==> config.mk <==
export PLATFORM = sky130hd
export DESIGN_NAME = mul_div_unit_with_high_word_unit
export DESIGN_NICKNAME = d
export VERILOG_FILES = /design/src/design/mdu_pkg.sv /design/src/design/mdu_seq.sv /design/src/design/mdu_dp.sv /design/src/design/mul_div_unit_with_high_word_unit.sv
export SDC_FILE = /design/constraint.sdc
export NUM_CORES = 1
export LEC_CHECK = 0
export BUFFER_PORTS_ARGS = -buffer_cell sky130_fd_sc_hd__buf_2
export CAP_MARGIN = 0
export CELL_PAD_IN_SITES_DETAIL_PLACEMENT = 1
export CELL_PAD_IN_SITES_GLOBAL_PLACEMENT = 2
export CORE_MARGIN = 2
export CORE_UTILIZATION = 35
export DETAILED_ROUTE_END_ITERATION = 8
export GPL_TIMING_DRIVEN = 0
export PLACE_DENSITY = 0.77
export SETUP_SLACK_MARGIN = 0.02
export SLEW_MARGIN = 20
export SYNTH_ARGS = -nofsm -noshare
export SYNTH_HDL_FRONTEND = slang
export SYNTH_SLANG_ARGS = --single-unit
==> constraint.sdc <==
create_clock -name clk -period 3.9 [get_ports clk]
set_clock_uncertainty 0.1 [all_clocks]
set_input_delay 0.195 -clock clk [delete_from_list [all_inputs] [get_ports clk]]
set_output_delay 0.195 -clock clk [all_outputs]
set_load 0.01 [all_outputs]
==> src/design/mdu_pkg.sv <==
// Package for the multiply/divide unit: word width, operation codes and the
// control bundle passed from the sequencer to the datapath. No dependencies.
`default_nettype none

package mdu_pkg;

    localparam int WORD_W  = 32;
    localparam int COUNT_W = $clog2(WORD_W);

    localparam logic [1:0] KIND_SET_DIV = 2'd0;
    localparam logic [1:0] KIND_DIVIDE  = 2'd1;
    localparam logic [1:0] KIND_MULT    = 2'd2;

    localparam logic [WORD_W-1:0] ALL_ONES = {WORD_W{1'b1}};

    typedef struct packed {
        logic load;     // an item is transferred in this cycle
        logic step;     // one iteration of the shared adder
        logic is_mul;   // iteration is a multiply step, else a divide step
        logic last;     // final iteration of the item
    } mdu_ctrl_t;

endpackage

`default_nettype wire

==> src/design/mdu_seq.sv <==
// Sequencer of the multiply/divide unit: idle/run state, iteration counter
// and the result strobe. Depends on mdu_pkg.
`default_nettype none

module mdu_seq
    import mdu_pkg::*;
(
    input  wire logic        clk,
    input  wire logic        rst_n,
    input  wire logic        start,
    input  wire logic [1:0]  kind,
    input  wire logic        div_ovf,
    output logic             busy,
    output logic             done,
    output mdu_ctrl_t        ctrl
);

    localparam logic ST_IDLE = 1'b0;
    localparam logic ST_RUN  = 1'b1;

    logic               state_reg, state_next;
    logic [COUNT_W-1:0] count_reg, count_next;
    logic               mul_reg, mul_next;
    logic               done_reg, done_next;
    logic               accept;
    logic               iterate;
    logic               last;

    assign busy    = (state_reg == ST_RUN);
    assign accept  = start && !busy;
    assign iterate = (kind == KIND_MULT) || ((kind == KIND_DIVIDE) && !div_ovf);
    assign last    = (count_reg == COUNT_W'(WORD_W - 1));

    always_comb
    begin
        state_next = state_reg;
        count_next = count_reg;
        mul_next   = mul_reg;
        done_next  = 1'b0;
        unique case (state_reg)
            ST_IDLE:
            begin
                if (accept)
                begin
                    if (iterate)
                    begin
                        state_next = ST_RUN;
                        count_next = '0;
                        mul_next   = (kind == KIND_MULT);
                    end
                    else
                    begin
                        done_next = 1'b1;
                    end
                end
            end
            ST_RUN:
            begin
                count_next = count_reg + 1'b1;
                if (last)
                begin
                    state_next = ST_IDLE;
                    done_next  = 1'b1;
                end
            end
            default:
            begin
                state_next = ST_IDLE;
            end
        endcase
    end

    always_ff @(posedge clk or negedge rst_n)
    begin
        if (!rst_n)
        begin
            state_reg <= ST_IDLE;
            count_reg <= '0;
            mul_reg   <= 1'b0;
            done_reg  <= 1'b0;
        end
        else
        begin
            state_reg <= state_next;
            count_reg <= count_next;
            mul_reg   <= mul_next;
            done_reg  <= done_next;
        end
    end

    assign done        = done_reg;
    assign ctrl.load   = accept;
    assign ctrl.step   = busy;
    assign ctrl.is_mul = mul_reg;
    assign ctrl.last   = busy && last;

endmodule

`default_nettype wire

==> src/design/mdu_dp.sv <==
// Datapath of the multiply/divide unit: divisor and high-word registers,
// the shared adder/subtractor and the result register. Depends on mdu_pkg.
`default_nettype none

module mdu_dp
    import mdu_pkg::*;
(
    input  wire logic              clk,
    input  wire logic              rst_n,
    input  wire mdu_ctrl_t         ctrl,
    input  wire logic [1:0]        kind,
    input  wire logic [WORD_W-1:0] top_word,
    input  wire logic [WORD_W-1:0] next_word,
    output logic                   div_ovf,
    output logic [WORD_W-1:0]      result
);

    // acc_reg is the high word between items, and the running partial
    // product or remainder during an item.
    logic [WORD_W-1:0] divisor_reg;
    logic [WORD_W-1:0] acc_reg, acc_next;
    logic [WORD_W-1:0] lo_reg, lo_next;
    logic [WORD_W-1:0] mcand_reg;
    logic [WORD_W-1:0] result_reg;

    logic [WORD_W+1:0] add_a;
    logic [WORD_W+1:0] add_b;
    logic              add_cin;
    logic [WORD_W+1:0] sum;
    logic              no_borrow;

    assign div_ovf = (top_word >= divisor_reg);

    // One adder serves both operations: add for shift-add multiply,
    // subtract for restoring division.
    always_comb
    begin
        if (ctrl.is_mul)
        begin
            add_a   = {2'b00, acc_reg};
            add_b   = lo_reg[0] ? {2'b00, mcand_reg} : '0;
            add_cin = 1'b0;
        end
        else
        begin
            add_a   = {1'b0, acc_reg, lo_reg[WORD_W-1]};
            add_b   = ~{2'b00, divisor_reg};
            add_cin = 1'b1;
        end
        sum       = add_a + add_b + (WORD_W+2)'(add_cin);
        no_borrow = !sum[WORD_W+1];
    end

    always_comb
    begin
        if (ctrl.is_mul)
        begin
            acc_next = sum[WORD_W:1];
            lo_next  = {sum[0], lo_reg[WORD_W-1:1]};
        end
        else
        begin
            acc_next = no_borrow ? sum[WORD_W-1:0] : {acc_reg[WORD_W-2:0], lo_reg[WORD_W-1]};
            lo_next  = {lo_reg[WORD_W-2:0], no_borrow};
        end
    end

    always_ff @(posedge clk or negedge rst_n)
    begin
        if (!rst_n)
        begin
            divisor_reg <= '0;
            acc_reg     <= '0;
        end
        else if (ctrl.load)
        begin
            unique case (kind)
                KIND_SET_DIV: divisor_reg <= top_word;
                KIND_DIVIDE:  acc_reg     <= div_ovf ? '0 : top_word;
                KIND_MULT:    acc_reg     <= '0;
                default:      ;
            endcase
        end
        else if (ctrl.step)
        begin
            acc_reg <= acc_next;
        end
    end

    always_ff @(posedge clk)
    begin
        if (ctrl.load)
        begin
            lo_reg    <= next_word;
            mcand_reg <= top_word;
            unique case (kind)
                KIND_SET_DIV: result_reg <= acc_reg;
                KIND_DIVIDE:  result_reg <= ALL_ONES;
                KIND_MULT:    result_reg <= result_reg;
                default:      result_reg <= '0;
            endcase
        end
        else if (ctrl.step)
        begin
            lo_reg <= lo_next;
            if (ctrl.last)
            begin
                result_reg <= lo_next;
            end
        end
    end

    assign result = result_reg;

endmodule

`default_nettype wire

==> src/design/mul_div_unit_with_high_word_unit.sv <==
// Top level of the unsigned multiply/divide unit with a high-word register.
// Instantiates mdu_seq and mdu_dp; depends on mdu_pkg.
`default_nettype none

// An item is transferred in when start is high and busy is low. Each item
// gives exactly one result, which is shown on result for a single cycle with
// done high; the receiver cannot stall it, so it must capture it then.
// Set-divisor, an overflowing divide (top word not below the divisor, which
// includes a zero divisor) and the unused code 3 do not iterate: done
// rises in the cycle after the transfer and busy stays low. Multiply and an
// in-range divide run 32 iterations of one shared 34-bit adder/subtractor,
// one bit per cycle (shift-add multiply, restoring divide), and busy is high
// during the iterations. A new item may be transferred in the same cycle
// that done is high.
module mul_div_unit_with_high_word_unit
    import mdu_pkg::*;
(
    input  wire logic              clk,
    input  wire logic              rst_n,
    input  wire logic              start,
    output logic                   busy,
    input  wire logic [1:0]        kind,
    input  wire logic [WORD_W-1:0] top_word,
    input  wire logic [WORD_W-1:0] next_word,
    output logic                   done,
    output logic [WORD_W-1:0]      result
);

    // Control bundle from the sequencer, and the divide overflow flag that
    // the sequencer needs to choose between the non-iterative and iterative paths.
    mdu_ctrl_t ctrl;
    logic      div_ovf;

    mdu_seq u_seq
    (
        .clk     (clk),
        .rst_n   (rst_n),
        .start   (start),
        .kind    (kind),
        .div_ovf (div_ovf),
        .busy    (busy),
        .done    (done),
        .ctrl    (ctrl)
    );

    mdu_dp u_dp
    (
        .clk       (clk),
        .rst_n     (rst_n),
        .ctrl      (ctrl),
        .kind      (kind),
        .top_word  (top_word),
        .next_word (next_word),
        .div_ovf   (div_ovf),
        .result    (result)
    );

endmodule

`default_nettype wire
=== Word level (Yosys, flattened, before mapping) ===
Cells that the tools add are included.

* Output and inout bits: 34
* Flip-flop bits (word level): 168
* Logic and storage cells: 65

* Muxes and demuxes: 28
* $add $sub $neg: 3
* Order comparisons: 1
* Bitwise logic cells: 2
* Equality and inequality tests: 7
* Reduce and logical (&&, ||, !) cells: 15

{| class="wikitable"
|+ Operator list
! cell !! count
|-
| 2-to-1 mux 32 bit || 12
|-
| one-hot mux 32 bit (3 select lines) || 1
|-
| one-hot mux 32 bit (2 select lines) || 1
|-
| adder 33 x 34 -> 34 bit || 1
|-
| adder 34 x 1 -> 34 bit || 1
|-
| 2-to-1 mux 34 bit || 1
|-
| inverter 32 -> 34 bit || 1
|-
| 2-to-1 mux 33 bit || 1
|-
| >= comparator 32 bit || 1
|-
| 2-to-1 mux 5 bit || 2
|-
| one-hot mux 5 bit (2 select lines) || 1
|-
| 2-to-1 mux 1 bit || 7
|-
| AND reduction 2 bit || 3
|-
| AND reduction 3 bit || 2
|-
| adder 5 x 1 -> 5 bit (second input constant) || 1
|-
| == test 5 bit (second input constant) || 1
|-
| != test 2 x 1 -> 1 bit (second input constant) || 2
|-
| one-hot mux 1 bit (2 select lines) || 2
|-
| nonzero test 2 bit || 2
|-
| logical AND 1 bit || 3
|-
| zero test 1 bit || 3
|-
| != test 3 x 1 -> 1 bit (second input constant) || 1
|-
| == test 2 x 1 -> 1 bit (second input constant) || 1
|-
| == test 2 bit (second input constant) || 1
|-
| other kinds (4) || 4
|}

=== Depth between registers and ports, before layout ===
* Word-level depth: 9
* Depth in mapped cells: 18

=== Hierarchy ===
A second synthesis with hierarchy kept.

* Cells, all modules: 1162
* Area, all modules: 11099.4 sq um

{| class="wikitable"
|+ Modules (own cells, without submodules)
! module !! area an instance (sq um) !! instances !! cells an instance
|-
| mdu_dp || 10655.2 || 1 || 1120
|-
| mdu_seq || 444.2 || 1 || 42
|}

=== Worst setup path before layout ===
No wires, ideal clock.

* Path type: reg2reg
* From: reg u_seq.mul_reg
* To: reg u_dp.acc_reg[23]
* Path slack: -0.257 ns
* Cell stages (with the launch flop): 17
* Required time: 3.672 ns
* Arrival time: 3.928 ns
* Clock period less this slack: 4.157 ns
* Setup time: 0.128 ns
* Cell sequence: dfrtp_1 clkbuf_1 clkbuf_1 buf_1 mux2_2 fa_1 inv_1 fa_1 nor2b_1 o2111ai_1 a21oi_1 o21ai_1 a21oi_1 o31a_1 or4_1 a31oi_1 o22ai_1

* Word-level cells in the longest chain between the ends: 7

{| class="wikitable"
|+ Ends and longest elaborated chain
! item !! line !! source
|-
| start, declared || mdu_seq.sv:23 || <nowiki>logic mul_reg, mul_next;</nowiki>
|-
| start signal, assigned || mdu_seq.sv:86 || <nowiki>mul_reg <= mul_next;</nowiki>
|-
| 2-to-1 mux 33 bit / 2-to-1 mux 34 bit (equally long branches) || mdu_dp.sv:38 || <nowiki>if (ctrl.is_mul)</nowiki>
|-
| adder 33 x 34 -> 34 bit || mdu_dp.sv:50 || <nowiki>sum = add_a + add_b + (WORD_W+2)'(add_cin);</nowiki>
|-
| adder 34 x 1 -> 34 bit || mdu_dp.sv:50 ||
|-
| 2-to-1 mux 32 bit || mdu_dp.sv:63 || <nowiki>acc_next = no_borrow ? sum[WORD_W-1:0] : {acc_reg[WORD_W-2:0], lo_reg[WORD_W-1]};</nowiki>
|-
| 2-to-1 mux 32 bit * || mdu_dp.sv:56 || <nowiki>if (ctrl.is_mul)</nowiki>
|-
| 2-to-1 mux 32 bit * || mdu_dp.sv:84 || <nowiki>else if (ctrl.step)</nowiki>
|-
| 2-to-1 mux 32 bit * || mdu_dp.sv:75 || <nowiki>else if (ctrl.load)</nowiki>
|-
| end signal, assigned || mdu_dp.sv:79 || <nowiki>KIND_DIVIDE: acc_reg <= div_ovf ? '0 : top_word;</nowiki>
|-
| end signal, assigned || mdu_dp.sv:86 || <nowiki>acc_reg <= acc_next;</nowiki>
|-
| end, declared || mdu_dp.sv:21 || <nowiki>logic [WORD_W-1:0] acc_reg, acc_next;</nowiki>
|}

Mark *: on every way between the ends. The rest lies on a longest branch, timed or not. The select of a mux whose other input is x is not followed.
A chain may end at the register's enable or synchronous reset.

=== Worst setup path in the final report ===
* From: reg u_seq.mul_reg
* To: reg u_dp.result_reg[0], in the netlist u_dp.result[0] (data pin)

* Word-level cells in the longest chain between the ends: 8

{| class="wikitable"
|+ Ends and longest elaborated chain
! item !! line !! source
|-
| 2-to-1 mux 33 bit / 2-to-1 mux 34 bit (equally long branches) || mdu_dp.sv:38 ||
|-
| adder 33 x 34 -> 34 bit || mdu_dp.sv:50 ||
|-
| adder 34 x 1 -> 34 bit || mdu_dp.sv:50 ||
|-
| zero test 1 bit || mdu_dp.sv:51 || <nowiki>no_borrow = !sum[WORD_W+1];</nowiki>
|-
| 2-to-1 mux 32 bit * || mdu_dp.sv:56 ||
|-
| 2-to-1 mux 32 bit * || mdu_dp.sv:106 || <nowiki>if (ctrl.last)</nowiki>
|-
| 2-to-1 mux 32 bit * || mdu_dp.sv:103 || <nowiki>else if (ctrl.step)</nowiki>
|-
| 2-to-1 mux 32 bit * || mdu_dp.sv:92 || <nowiki>if (ctrl.load)</nowiki>
|-
| end signal, assigned || mdu_dp.sv:97 || <nowiki>KIND_SET_DIV: result_reg <= acc_reg;</nowiki>
|-
| end signal, assigned || mdu_dp.sv:99 || <nowiki>KIND_MULT: result_reg <= result_reg;</nowiki>
|-
| end signal, assigned || mdu_dp.sv:108 || <nowiki>result_reg <= lo_next;</nowiki>
|-
| end, declared || mdu_dp.sv:24 || <nowiki>logic [WORD_W-1:0] result_reg;</nowiki>
|}

Marks and branches as above.

==> impl_results.rst <==
.. list-table::
   :header-rows: 1

   * - Metric
     - Value
   * - Run status
     - finished, violations left
   * - Failing checks
     - negative setup slack
   * - Synth warnings
     - 0
   * - Data arrival time at the worst-slack endpoint
     - between 4 and 5 ns
   * - Sw power
     - around 6.2 mW
   * - Setup slack at placement
     - -1.53 ns
   * - Unrepaired setup endpoints after global routing
     - true
   * - Via count of the first global-routing pass
     - 9,958
   * - Largest net degree at the start of global routing
     - 38
   * - Ports placed on the boundary
     - about 100
   * - Worst Setup Path Type
     - register to register
   * - Starting Density
     - 35.3%
   * - Final Core Density
     - around 46%
   * - Max-slew headroom at the worst pin
     - roughly a tenth
   * - Total detailed-routing wirelength
     - between 30,000 and 40,000 µm
   * - Area added between synthesis and finish
     - 29.6%
   * - Area share of the largest cell type after synthesis
     - 26.9%
   * - Worst setup SP type
     - register
   * - Part of the power in the clock network
     - 14.3%
   * - Highest clock rate
     - 0.250 GHz
   * - Wire per inst
     - 21.8 µm
   * - Pwr dens
     - 998 nW/µm²
   * - Average footprint of a synthesized cell
     - 9.52 µm²
   * - Cell type contributing the most total cell area after synthesis
     - edfxtp_1
   * - Aggregate global-route resource usage
     - 23.9%
   * - Die area
     - 32,100 µm²
   * - HPWL after DPL
     - about 28,000 µm
   * - Number of placement rows
     - 64
   * - Worst Setup Slack, final
     - -0.0926 ns
   * - Library cells used by synthesis
     - between 70 and 80
   * - Largest fanout on the critical path
     - 8
   * - Count of H-tree levels built during CTS
     - 4
   * - Sinks on Clock Net
     - around 170
   * - Minimum clock period
     - 3.99 ns
   * - Switching share of power
     - between 40 and 50%
   * - TritonCTS Buffers
     - 17
   * - Share of total power in sequential cells
     - 23.9%
   * - Skew-Pair Late Insertion Delay
     - 0.45 ns
   * - Sequential fraction of the synthesis area
     - 43.7%
   * - Area after detailed placement
     - approximately 12,000 µm²
   * - Via count normalized by instance count
     - 5.49
   * - Clock tree from TritonCTS
     - built
   * - Hold Worst Slack
     - 0.0121 ns
   * - Transition time of the tightest slew-check pin
     - 1.34 ns
   * - Cell with the most instances after synthesis
     - nand2_1
   * - Remaining global-route overflow
     - 0
   * - Post-Syn Nets
     - ~1,300
   * - Number of vias in the routed layout
     - 9,625
   * - Power Internal
     - about 7.7 mW
   * - Library cell used as clock root buffer
     - clkbuf_16
   * - Design Area, Final
     - 13,900 µm²
   * - Final Hold Viols
     - 0
   * - Number of enable-type register cells in the synthesized netlist
     - 96
   * - Number of design-rule violations left by the first detailed-router iteration
     - approximately 630
   * - Horizontal die dimension
     - 179 µm
   * - Post-synthesis async set-or-reset flop share
     - 42.9%
   * - Top cells by count, synth
     - nand2_1 (121), a21oi_1 (100), nor2_1 (97)
   * - Maximum buffer depth of the clock tree
     - 2
   * - Kind of end point of the critical path
     - register
   * - Count of maximum capacitance violations
     - 0
   * - Overall power
     - 13.9 mW
   * - Routability congestion estimate
     - 0.866
   * - Wire length of the first global-routing pass
     - ~58,000 µm
   * - Share of the clock period used by the worst path after layout
     - 102%
   * - Die span in y
     - 179 µm
   * - Antenna Cells
     - 0
   * - Path class of the lowest-slack min-delay path
     - input port to register
   * - Iteration count of the initial detailed-routing pass
     - 6
   * - CP Data Required Time
     - about 4 ns
   * - Syn Inst Count
     - 1,127
   * - Count of input and output buffers
     - 100
   * - Number of antenna violations at the first check in global routing
     - 0
   * - Count of pins over their slew limit
     - 0
   * - Setup-failing EPs final
     - 18
   * - Synth Flop Type
     - edfxtp_1
   * - Final net count
     - 1,481
   * - Synth Cell Area
     - between 10,000 and 15,000 µm²
   * - Combinational group share of total power
     - 61.8%
   * - Std-Cell Core Area
     - 30,300 µm²
   * - Clock-pin slew on the worst setup and hold paths
     - 0.07 ns
   * - Fraction of final layout cells with drive strength greater than 1
     - 21.1%
   * - Dominant cells by area after synthesis
     - edfxtp_1 (27%), dfrtp_1 (17%), ha_1 (7.6%)
   * - Number of synthesized register bits
     - 168
   * - Final antenna-violating net count
     - 0
   * - Post-detailed-route DRC marker count
     - 0
   * - Leak Pwr
     - about 5.8 nW
   * - VDD IR max
     - ~460 µV
[per-layer routing]
metal  GRT usage, %  vias to the layer above  share of wire (%)
li1               -                     4578                  -
met5              0                        -                  0
met4           6.27                        0                2.2
met1           33.1                     4761                 47
met2           39.8                      235                 47
met3           2.52                       51                3.8
[per-stage QoR]
step	cells	setup TNS, ns
after detailed placement	1626	-38.39
after floorplan	1127	0
final	1754	-0.940
after global routing	1754	-2.89
after CTS	1731	-0.0307
after global placement	1623	-45.56
[area by class of cell]
type                       count  area [µm²]
sequential                   168        4680
clock buffer                  18         429
clock inverter                14         231
inverter                      41         154
multi-input combinational    855        6000
timing repair buffer         200        1500
buffer                        62         410
tap                          396         495
fill                        3452       16400
[critical path: stages (launching register included)]
cell and delay [ns]:
dfrtp_1 0.39, buf_8 0.14, clkbuf_16 0.16, buf_12 0.14, mux2_4 0.31, fa_2 0.43
a211o_1 0.37, a21oi_4 0.19, a211oi_4 0.11, o221a_4 0.35, o21ai_4 0.29, o22ai_4 0.13
buf_6 0.19, buf_12 0.13, a211oi_4 0.23, a21oi_2 0.05
[cell families (layout without fill, tap and decap cells)]
family	Yosys count	after routing	synth area share, %
compound gates	380	381	22.8
xor+xnor	26	26	2.12
flops	168	168	43.7
mux	54	54	5.51
fa+ha+maj	67	67	7.95
buf+inv	105	335	3.78
simple gates	327	327	14.1
[power by group through the flow]
stage | sequential (mW) | combinational [mW] | clock, mW
after floorplan | 3.11 | 5.19 | 0
final | 3.32 | 8.57 | 1.99
after global routing | 3.40 | 9.39 | 2.08
after detailed placement | 3.31 | 7.00 | 0
after global placement | 3.30 | 6.84 | 0
after CTS | 3.28 | 7.56 | 2.01
[path summary, 6_finish.rpt]
path,startpoint,to,slack (ns),depth (start not counted)
max,u_seq.mul_reg$_DFFE_PN0P_,u_dp.result[0]$_DFFE_PP_,-0.09,15
min,next_word[16],u_dp.lo_reg[16]$_DFFE_PP_,0.01,3
max reg2reg,u_seq.mul_reg$_DFFE_PN0P_,u_dp.result[0]$_DFFE_PP_,-0.09,15
min reg2reg,u_seq.count_reg[4]$_DFFE_PN0P_,u_seq.count_reg[4]$_DFFE_PN0P_,0.43,1
max in group asynchronous,rst_n,u_dp.divisor_reg[8]$_DFFE_PN0P_,2.90,3
min in group asynchronous,rst_n,u_seq.count_reg[2]$_DFFE_PN0P_,0.18,2
[layout by cell type, fill, tap and decap left out, drive strengths merged, types with 5 or more instances in the layout]
master,instances
a211oi,40
a21o,18
a21oi,101
a221oi,7
a222oi,5
a22o,5
a31oi,5
and2,32
and3,23
buf,148
bufinv,5
clkbuf,70
dfrtp,72
dlygate4sd3,62
edfxtp,96
ha,65
inv,46
mux2,34
mux2i,20
nand2,121
nand2b,7
nand3,10
nand4,7
nor2,97
nor2b,9
nor3,10
o21a,8
o21ai,114
o21bai,33
o221ai,7
o22ai,5
xnor2,14
xor2,12
[what timing repair did]
action / in CTS / in global routing
gates cloned: 0 / 3
hold buffers: 62 / 0
endpoints found under the hold margin: 130 / 0
resized for setup: 74 / 54
pin swaps: 13 / 32
setup buffers: 13 / 20
endpoints found under the setup margin: 34 / 32
(Power assumes the default switching activity.)
